<file path="config.mk">
export PLATFORM = sky130hd
export DESIGN_NAME = integer_to_decimal_text_core
export DESIGN_NICKNAME = d
export VERILOG_FILES = /design/src/sv/itdt_pkg.sv /design/src/sv/itdt_dabble.sv /design/src/sv/integer_to_decimal_text_core.sv
export SDC_FILE = /design/constraint.sdc
export NUM_CORES = 1
export LEC_CHECK = 0
export ABC_AREA = 1
export BUFFER_PORTS_ARGS = -buffer_cell sky130_fd_sc_hd__buf_2
export CORE_AREA = 4 4 243 245
export DETAILED_ROUTE_END_ITERATION = 8
export DIE_AREA = 0 0 247 249
export GPL_TIMING_DRIVEN = 0
export RECOVER_POWER = 50
export SYNTH_ARGS = -nofsm -noshare
export SYNTH_HDL_FRONTEND = slang
export SYNTH_SLANG_ARGS = --single-unit
</file>
<file path="constraint.sdc">
create_clock -name clk -period 14.9 [get_ports clk]
set_clock_uncertainty 0.15 [all_clocks]
set_input_delay 2.235 -clock clk [delete_from_list [all_inputs] [get_ports clk]]
set_output_delay 2.235 -clock clk [all_outputs]
set_load 0.01 [all_outputs]
</file>
<file path="src/sv/itdt_pkg.sv">
// Shared constants and types for the integer to decimal text block.
package itdt_pkg;

  localparam int NUM_W     = 64;               // input integer width
  localparam int NDIG      = 20;               // max decimal digits of a 64-bit magnitude
  localparam int DIG_W     = 4;                // one BCD digit
  localparam int BCD_W     = NDIG * DIG_W;
  localparam int STEP_BITS = 4;                // binary bits folded in per cycle
  localparam int NSTEPS    = NUM_W / STEP_BITS;
  localparam int CNT_W     = $clog2(NSTEPS);
  localparam int IDX_W     = $clog2(NDIG);
  localparam int CHAR_W    = 6;
  localparam int LEN_W     = 5;

  localparam logic [CHAR_W-1:0] CHAR_ZERO  = 6'd48;
  localparam logic [CHAR_W-1:0] CHAR_MINUS = 6'd45;

  typedef logic [NDIG-1:0][DIG_W-1:0] bcd_t;

endpackage

</file>
<file path="src/sv/itdt_dabble.sv">
// Shift-and-add-3 step: folds STEP_BITS binary bits, MSB first, into a BCD accumulator.
module itdt_dabble (
  input  itdt_pkg::bcd_t                     bcd_in,
  input  logic [itdt_pkg::STEP_BITS-1:0]     bits_in,
  output itdt_pkg::bcd_t                     bcd_out
);
  import itdt_pkg::*;

  bcd_t             acc;
  logic [BCD_W-1:0] flat;

  always_comb begin
    acc  = bcd_in;
    flat = '0;
    for (int s = STEP_BITS - 1; s >= 0; s--) begin
      for (int d = 0; d < NDIG; d++) begin
        if (acc[d] >= 4'd5) begin
          acc[d] = acc[d] + 4'd3;
        end
      end
      // top digit never exceeds 4 here, so the bit shifted out is always zero
      flat = BCD_W'({acc, bits_in[s]});
      acc  = flat;
    end
    bcd_out = acc;
  end

endmodule

</file>
<file path="src/sv/integer_to_decimal_text_core.sv">
// Signed 64-bit integer to decimal ASCII text, one character per output transfer.
//
// Input channel: in_valid / in_stall carry one signed 64-bit in_number. A
// transfer happens when in_valid is high and in_stall is low. in_stall stays
// high from the accepted transfer until the last character of that number
// has been taken, so one number is in flight at a time.
// Output channel: out_valid / out_stall carry out_text_char (ASCII '-' or a
// digit), out_is_last on the final character and out_text_length (1..20) on
// every character. Characters come most significant first, no leading zeros.
// Steps: the magnitude is folded into BCD four bits per cycle through one
// shift-and-add-3 unit in state ST_CONV, then state ST_LEN finds the digit
// count, and the characters follow from ST_SIGN (minus sign) and ST_DIGIT.
// A stalled output simply holds its character; nothing advances until the
// transfer. Reset (rst_n low, synchronous) returns to idle and drops any
// number in progress.
module integer_to_decimal_text_core (
  input  logic                                   clk,
  input  logic                                   rst_n,
  input  logic                                   in_valid,
  output logic                                   in_stall,
  input  logic signed [itdt_pkg::NUM_W-1:0]      in_number,
  output logic                                   out_valid,
  input  logic                                   out_stall,
  output logic [itdt_pkg::CHAR_W-1:0]            out_text_char,
  output logic                                   out_is_last,
  output logic [itdt_pkg::LEN_W-1:0]             out_text_length
);
  import itdt_pkg::*;

  localparam logic [2:0] ST_IDLE  = 3'd0;
  localparam logic [2:0] ST_CONV  = 3'd1;
  localparam logic [2:0] ST_LEN   = 3'd2;
  localparam logic [2:0] ST_SIGN  = 3'd3;
  localparam logic [2:0] ST_DIGIT = 3'd4;

  logic [2:0]        state_r, state_nxt;
  logic [NUM_W-1:0]  mag_r, mag_nxt;
  bcd_t              bcd_r, bcd_nxt, bcd_step;
  logic [CNT_W-1:0]  cnt_r, cnt_nxt;
  logic              neg_r, neg_nxt;
  logic [IDX_W-1:0]  idx_r, idx_nxt;
  logic [LEN_W-1:0]  len_r, len_nxt;
  logic [LEN_W-1:0]  ndig;

  logic in_xfer, out_xfer;

  assign in_stall  = (state_r != ST_IDLE);
  assign in_xfer   = in_valid && !in_stall;
  assign out_valid = (state_r == ST_SIGN) || (state_r == ST_DIGIT);
  assign out_xfer  = out_valid && !out_stall;

  itdt_dabble u_dabble (
    .bcd_in  (bcd_r),
    .bits_in (mag_r[NUM_W-1 -: STEP_BITS]),
    .bcd_out (bcd_step)
  );

  // digit count: position of the highest nonzero digit, at least one
  always_comb begin
    ndig = LEN_W'(1);
    for (int d = 0; d < NDIG; d++) begin
      if (bcd_r[d] != '0) begin
        ndig = LEN_W'(d + 1);
      end
    end
  end

  always_comb begin
    state_nxt = state_r;
    mag_nxt   = mag_r;
    bcd_nxt   = bcd_r;
    cnt_nxt   = cnt_r;
    neg_nxt   = neg_r;
    idx_nxt   = idx_r;
    len_nxt   = len_r;
    unique case (state_r)
      ST_IDLE: begin
        if (in_xfer) begin
          neg_nxt   = in_number[NUM_W-1];
          mag_nxt   = in_number[NUM_W-1] ? (~in_number + NUM_W'(1)) : in_number;
          bcd_nxt   = '0;
          cnt_nxt   = '0;
          state_nxt = ST_CONV;
        end
      end
      ST_CONV: begin
        bcd_nxt = bcd_step;
        mag_nxt = {mag_r[NUM_W-STEP_BITS-1:0], {STEP_BITS{1'b0}}};
        cnt_nxt = cnt_r + CNT_W'(1);
        if (cnt_r == CNT_W'(NSTEPS - 1)) begin
          state_nxt = ST_LEN;
        end
      end
      ST_LEN: begin
        len_nxt   = ndig + LEN_W'(neg_r);
        idx_nxt   = IDX_W'(ndig - LEN_W'(1));
        state_nxt = neg_r ? ST_SIGN : ST_DIGIT;
      end
      ST_SIGN: begin
        if (out_xfer) begin
          state_nxt = ST_DIGIT;
        end
      end
      ST_DIGIT: begin
        if (out_xfer) begin
          if (idx_r == '0) begin
            state_nxt = ST_IDLE;
          end else begin
            idx_nxt = idx_r - IDX_W'(1);
          end
        end
      end
      default: begin
        state_nxt = ST_IDLE;
      end
    endcase
  end

  always_ff @(posedge clk) begin
    if (!rst_n) begin
      state_r <= ST_IDLE;
    end else begin
      state_r <= state_nxt;
    end
  end

  always_ff @(posedge clk) begin
    mag_r <= mag_nxt;
    bcd_r <= bcd_nxt;
    cnt_r <= cnt_nxt;
    neg_r <= neg_nxt;
    idx_r <= idx_nxt;
    len_r <= len_nxt;
  end

  assign out_text_char   = (state_r == ST_SIGN) ? CHAR_MINUS
                                                : CHAR_ZERO + {2'b00, bcd_r[idx_r]};
  assign out_is_last     = (state_r == ST_DIGIT) && (idx_r == '0);
  assign out_text_length = len_r;

  // no new number while characters of the current one are pending
  a_busy_while_out: assert property (@(posedge clk) disable iff (!rst_n)
    out_valid |-> in_stall)
    else $error("input taken while output pending");

  // an accepted number goes straight into conversion
  a_xfer_to_conv: assert property (@(posedge clk) disable iff (!rst_n)
    in_xfer |=> (state_r == ST_CONV) && !out_valid)
    else $error("conversion did not start");

  // a minus sign is never the whole text
  a_sign_not_last: assert property (@(posedge clk) disable iff (!rst_n)
    (out_valid && out_text_char == CHAR_MINUS) |-> !out_is_last)
    else $error("minus sign flagged last");

  // length stays within the 64-bit range
  a_len_range: assert property (@(posedge clk) disable iff (!rst_n)
    out_valid |-> (out_text_length >= LEN_W'(1)) && (out_text_length <= LEN_W'(NDIG)))
    else $error("text length out of range");

  // the last character ends the number
  a_last_ends: assert property (@(posedge clk) disable iff (!rst_n)
    (out_xfer && out_is_last) |=> !out_valid && !in_stall)
    else $error("output continued past last character");

endmodule

</file>
# Yosys cells after proc, flatten, opt, wreduce, memory -nomap -nowiden
# Cells that the tools add are included.
[word_totals]
output_inout_bits = 14
mem_count = 0
latch_bits = 0
regBits = 162
mem_bits_ro = 0
ramBits = 0
[op_classes]
n_eq_ne = 11
add_sub_neg = 86
mux = 119
bitwise_logic = 1
n_div = 0
n_reduce_logical = 34
multipliers = 0
n_shift = 0
n_lt_le_gt_ge = 81
[op_table]
columns = ["op", "n"]
rows = [
  ["$ge A4 B3 Y1 const B", 80],
  ["$mux W4", 78],
  ["$add A4 B2 Y4 const B", 76],
  ["$pmux W80 S2", 1],
  ["$mux W64", 2],
  ["$pmux W64 S2", 1],
  ["$mux W5", 20],
  ["$mux W80", 1],
  ["$reduce_bool A4 Y1", 19],
  ["$add A64 B2 Y64 const B", 1],
  ["$not A64 Y64", 1],
  ["$mux W3", 10],
  ["$bmux W4 S5", 1],
  ["$pmux W3 S5", 1],
  ["$add A3 B2 Y3 const B", 4],
  ["$ne A2 B2 Y1 const B", 5],
  ["$pmux W5 S2", 1],
  ["$sub A5 B1 Y5 const B", 2],
  ["$pmux W4 S2", 1],
  ["$add A5 B5 Y6 const A", 1],
  ["$eq A3 B2 Y1 const B", 2],
  ["$lt A5 B6 Y1 const B", 1],
  ["$mux W6", 1],
  ["$add A5 B1 Y5", 1],
  ["16 further kinds", 21],
]

# Longest topological paths before layout
[depth]
depth_word = 22
mapped_depth = 28

# Modules after synthesis
# A second synthesis with hierarchy kept.
[unflattened]
hier_cells = 2763
area_unflattened_um2 = 17713.2
[by_module_without_submodules]
columns = ["mod", "area_each_um2", "cells_per_inst", "seq_area_each_um2", "n_inst"]
rows = [
  ["integer_to_decimal_text_core", 9507.9, 1145, 4834.6, 1],
  ["itdt_dabble", 8205.4, 1618, 0.0, 1],
]

# Least setup slack after synthesis
# Ideal clock, no wire load.
[synth_timing]
kind = "input port to flip-flop"
start = "input in_valid"
end = "register bcd_r[0] in the netlist's numbering, enable pin"
path_slack_ns = 1.289
setup_ns = 0.860
required_time_ns = 13.890
cell_stages = 2
arrival_ns = 12.600
cell_sequence = "inv_1 > o21ai_0"
[synth_between]
elab_chain_len = 3
[synth_rtl]
columns = ["item", "line_no", "text"]
rows = [
  ["from (decl)", "integer_to_decimal_text_core.sv:19", "input logic in_valid,"],
  ["$logic_and A1 B1 Y1", "integer_to_decimal_text_core.sv:48", "assign in_xfer = in_valid && !in_stall;"],
  ["$ne A2 B2 Y1 (no source line)", "--", ""],
  ["$reduce_and A2 Y1 (no source line)", "--", ""],
  ["to (signal assigned)", "integer_to_decimal_text_core.sv:129", "bcd_r <= bcd_nxt;"],
  ["to (decl)", "integer_to_decimal_text_core.sv:38", "bcd_t bcd_r, bcd_nxt, bcd_step;"],
]
# Every way passes these cells.
# A chain may end at the register's enable or synchronous reset.

# Final worst setup path
[layout_timing]
start = "register state_r[0]"
end = "register mag_r[16], enable pin"
[layout_between]
elab_chain_len = 5
elab_cells_between_ends = 8
cone_classes = "2 x eq/ne; 6 x reduce/logical"
[layout_rtl]
columns = ["item", "line_no", "text"]
rows = [
  ["from (decl)", "integer_to_decimal_text_core.sv:36", "logic [2:0] state_r, state_nxt;"],
  ["from (signal assigned)", "integer_to_decimal_text_core.sv:123", "state_r <= state_nxt;"],
  ["$reduce_bool A3 Y1", "integer_to_decimal_text_core.sv:47", "assign in_stall = (state_r != ST_IDLE);"],
  ["$logic_not A1 Y1", "integer_to_decimal_text_core.sv:48", ""],
  ["$logic_and A1 B1 Y1", "integer_to_decimal_text_core.sv:48", ""],
  ["$ne A2 B2 Y1 (no source line)", "--", ""],
  ["$reduce_and A2 Y1 (no source line) (*)", "--", ""],
  ["to (signal assigned)", "integer_to_decimal_text_core.sv:128", "mag_r <= mag_nxt;"],
  ["to (decl)", "integer_to_decimal_text_core.sv:37", "logic [NUM_W-1:0] mag_r, mag_nxt;"],
]
# Mark *: on every way between the ends. The rest lies on a longest branch, timed or not.

==> results.yml <==
status:
  status: "complete, but fails checks"
  failed_checks: "capacitance limit, slew limit"
setup_path:
  crit_top_cell: "clkbuf_1"
  required_ns: 14.90
  arrival_ns: 6.44
  cpPeakStageDelay_ns: 1.20
  path_class: "flip-flop to flip-flop"
  cp_top_family: "buffers and inverters"
  cp_slowest_cell: "clkbuf_1"
  end_kind: "flip-flop"
  startpoint_type: "flip-flop"
  crit_buf_inv: 8
  crit_chain: "inv_1 -> nor3_1 -> clkbuf_1 -> inv_1 -> clkbuf_1 -> clkbuf_1 -> o21ai_0 -> clkbuf_1 -> clkbuf_1 -> buf_12"
  cp_max_fo: 30
floorplanning:
  die_h_um: 249
  pin_count: 82
  die_w_um: 247
  start_util_pct: 30.6
  core_area_um2: 57100
  design.die.area_um2: 61500
  rows: 88
timing:
  relSlewSlack_pct: -4.85
  rsz0062_at_grt: "false"
  setup_viol: 0
  finalMaxSlewViolations: 56
  tns_ns: 0
  max_freq_mhz: 155
  layout_setup_ws_ns: 8.47
  fin_crit_ns: 6.43
  finalHoldViolations: 0
  fin_hold_ws_ns: 0.378
  max_slew.worst_pin.slew_ns: 1.57
  fin_crit_sh_pct: 43.2
drt:
  drtIter0Drc: 1016
  ant_nets: 0
  drt-pass1-iter-count: 5
  via_per_inst: 4.66
  routedWlPerCell_um: 13.4
  drt_wl_total_um: 44800
  drc: 0
  num_vias: 15600
placed_design:
  port_buffers: 80
  dp_hpwl_um: 35600
  gp_congestion: 0.877
  dpl_worst_slack_ns: 9.68
cts:
  ctsHoldBuffers: 0
  cts_sinks: 162
  cts.repair.resized: 0
  cts_buffers: 17
  cts-htree-levels: 4
  tritoncts: "done"
  postCtsSetupRepairBufs: 0
  clkTransAtPathRegs_ns: 0.07
  cts_root_buffer: "clkbuf_16"
  clk_path_buf_depth: 2
  worstSkewPairLatency_ns: 0.46
layout:
  final_cell_mix: "nand2_1 (434), inv_1 (404), nor2_1 (223)"
  layout_commonest_cell: "nand2_1"
  fin_util_pct: 34.1
  synthToLayoutAreaGrowth_pct: 11.3
  fin_nets: 2793
  diodes: 0
  drive_gt1_share_pct: 13.0
  fillerInstances: 6093
grt:
  grtUsageTotal_pct: 14.5
  grt_pass1_wl_um: 72800
  antenna_found_initial: 1
  overflow: 0
  grt_pass1_vias: 14300
  grt_max_degree: 31
synth:
  netlist_area_um2: 17500
  yosys.area_share.simple_pct: 22.6
  syn_inst: 2451
  synthXorXnorAreaFrac_pct: 6.49
  synth_compound_area_share_pct: 20.4
  synth.area.mux_share_pct: 0.0858
  synth-adder-area-share_pct: 12.0
  synth_edf_count: 159
  synth_top_family_by_area: "simple AND/OR/NAND/NOR gates"
  ys.flop_type: "edfxtp_1"
  async_flop_share_pct: 0
  yosysTopAreaCell: "edfxtp_1"
  synth_fp_nets: 2687
  synth.ff_latch_count: 162
  ys_types: 59
  avgSynthCellArea_um2: 7.14
  yosys_warnings: 0
  yosys-top-cells-area: "edfxtp_1 (27%), ha_1 (12%), nand2_1 (9.3%), inv_1 (8.6%), a21oi_1 (5.1%)"
  ys_seq_area_share_pct: 27.6
  netlist.area_leader.share_pct: 27.3
worst_hold_path:
  hold_path_class: "flip-flop to flip-flop"
flow_run:
  drv_cap: 2
==> per-layer routing <==
layer	vias to the layer above	routed length [um]	part of all wire, %	global-route usage, %
li1	8242	-	-	-
met1	6976	22400	50	20.5
met2	303	20000	45	23.5
met3	31	1920	4.3	2.19
met4	0	501	1.1	2.61
met5	-	0	0	0
==> worst min-delay path, cell delays in order, from the launching register on <==
cell and delay (ns):
edfxtp_1 0.32, nand2_1 0.05, nand2_1 0.05
==> final timing paths <==
path / cells after the start / start / endpoint / slack (ns)
max reg2reg: 10 / state_r[0] / mag_r[16] / 8.47
max: 10 / state_r[0] / mag_r[16] / 8.47
min: 2 / mag_r[29] / mag_r[33] / 0.38
min reg2reg: 2 / mag_r[29] / mag_r[33] / 0.38
==> synth_stat cells (11+ instances only) <==
master,number
a21oi_1,178
nor2_1,222
xnor2_1,22
edfxtp_1,159
o21ai_2,83
xor2_1,91
or2_1,21
inv_2,53
a211oi_1,19
inv_1,403
o21ai_1,86
clkbuf_1,31
o21ai_0,174
nor4_1,19
nand2_2,45
nand3_1,55
nor3_1,40
a31oi_1,11
ha_1,168
nand4_1,12
nand2_1,434
==> flip-flops by register name (all words and copies together), names as in the netlist <==
register and cells:
neg_r 1, mag_r 64, state_r 3, idx_r 5, cnt_r 4, out_text_length 5, bcd_r 80
==> per-stage QoR <==
step,std cells,cell area (um^2)
floorplan,2451,17500
global placement,3296,18900
detailed placement,3303,19000
CTS,3334,19700
global route,3334,19500
finish,3334,19500
==> cell families after synthesis <==
kind of cell	Yosys count
DFF	162
buffers and inverters	499
other	1
muxes	1
and+or+nand+nor	895
xor gates and xnor gates	122
AOI/OAI and AO/OA	603
adders and majority gates	168
==> layout make-up <==
cell class	count	area (um^2)	share of cell area, %
Buffer	43	168	0.861
Clock buffer	17	425	2.18
Clock inverter	14	199	1.02
Inverter	456	1710	8.79
Multi-Input combinational cell	1790	10800	55.2
Sequential cell	162	4830	24.8
Tap cell	765	957	4.91
Timing Repair Buffer	87	428	2.20
Power is not shown: default switching activity piles up to over one toggle a cycle in this logic, so the estimate is an artifact.
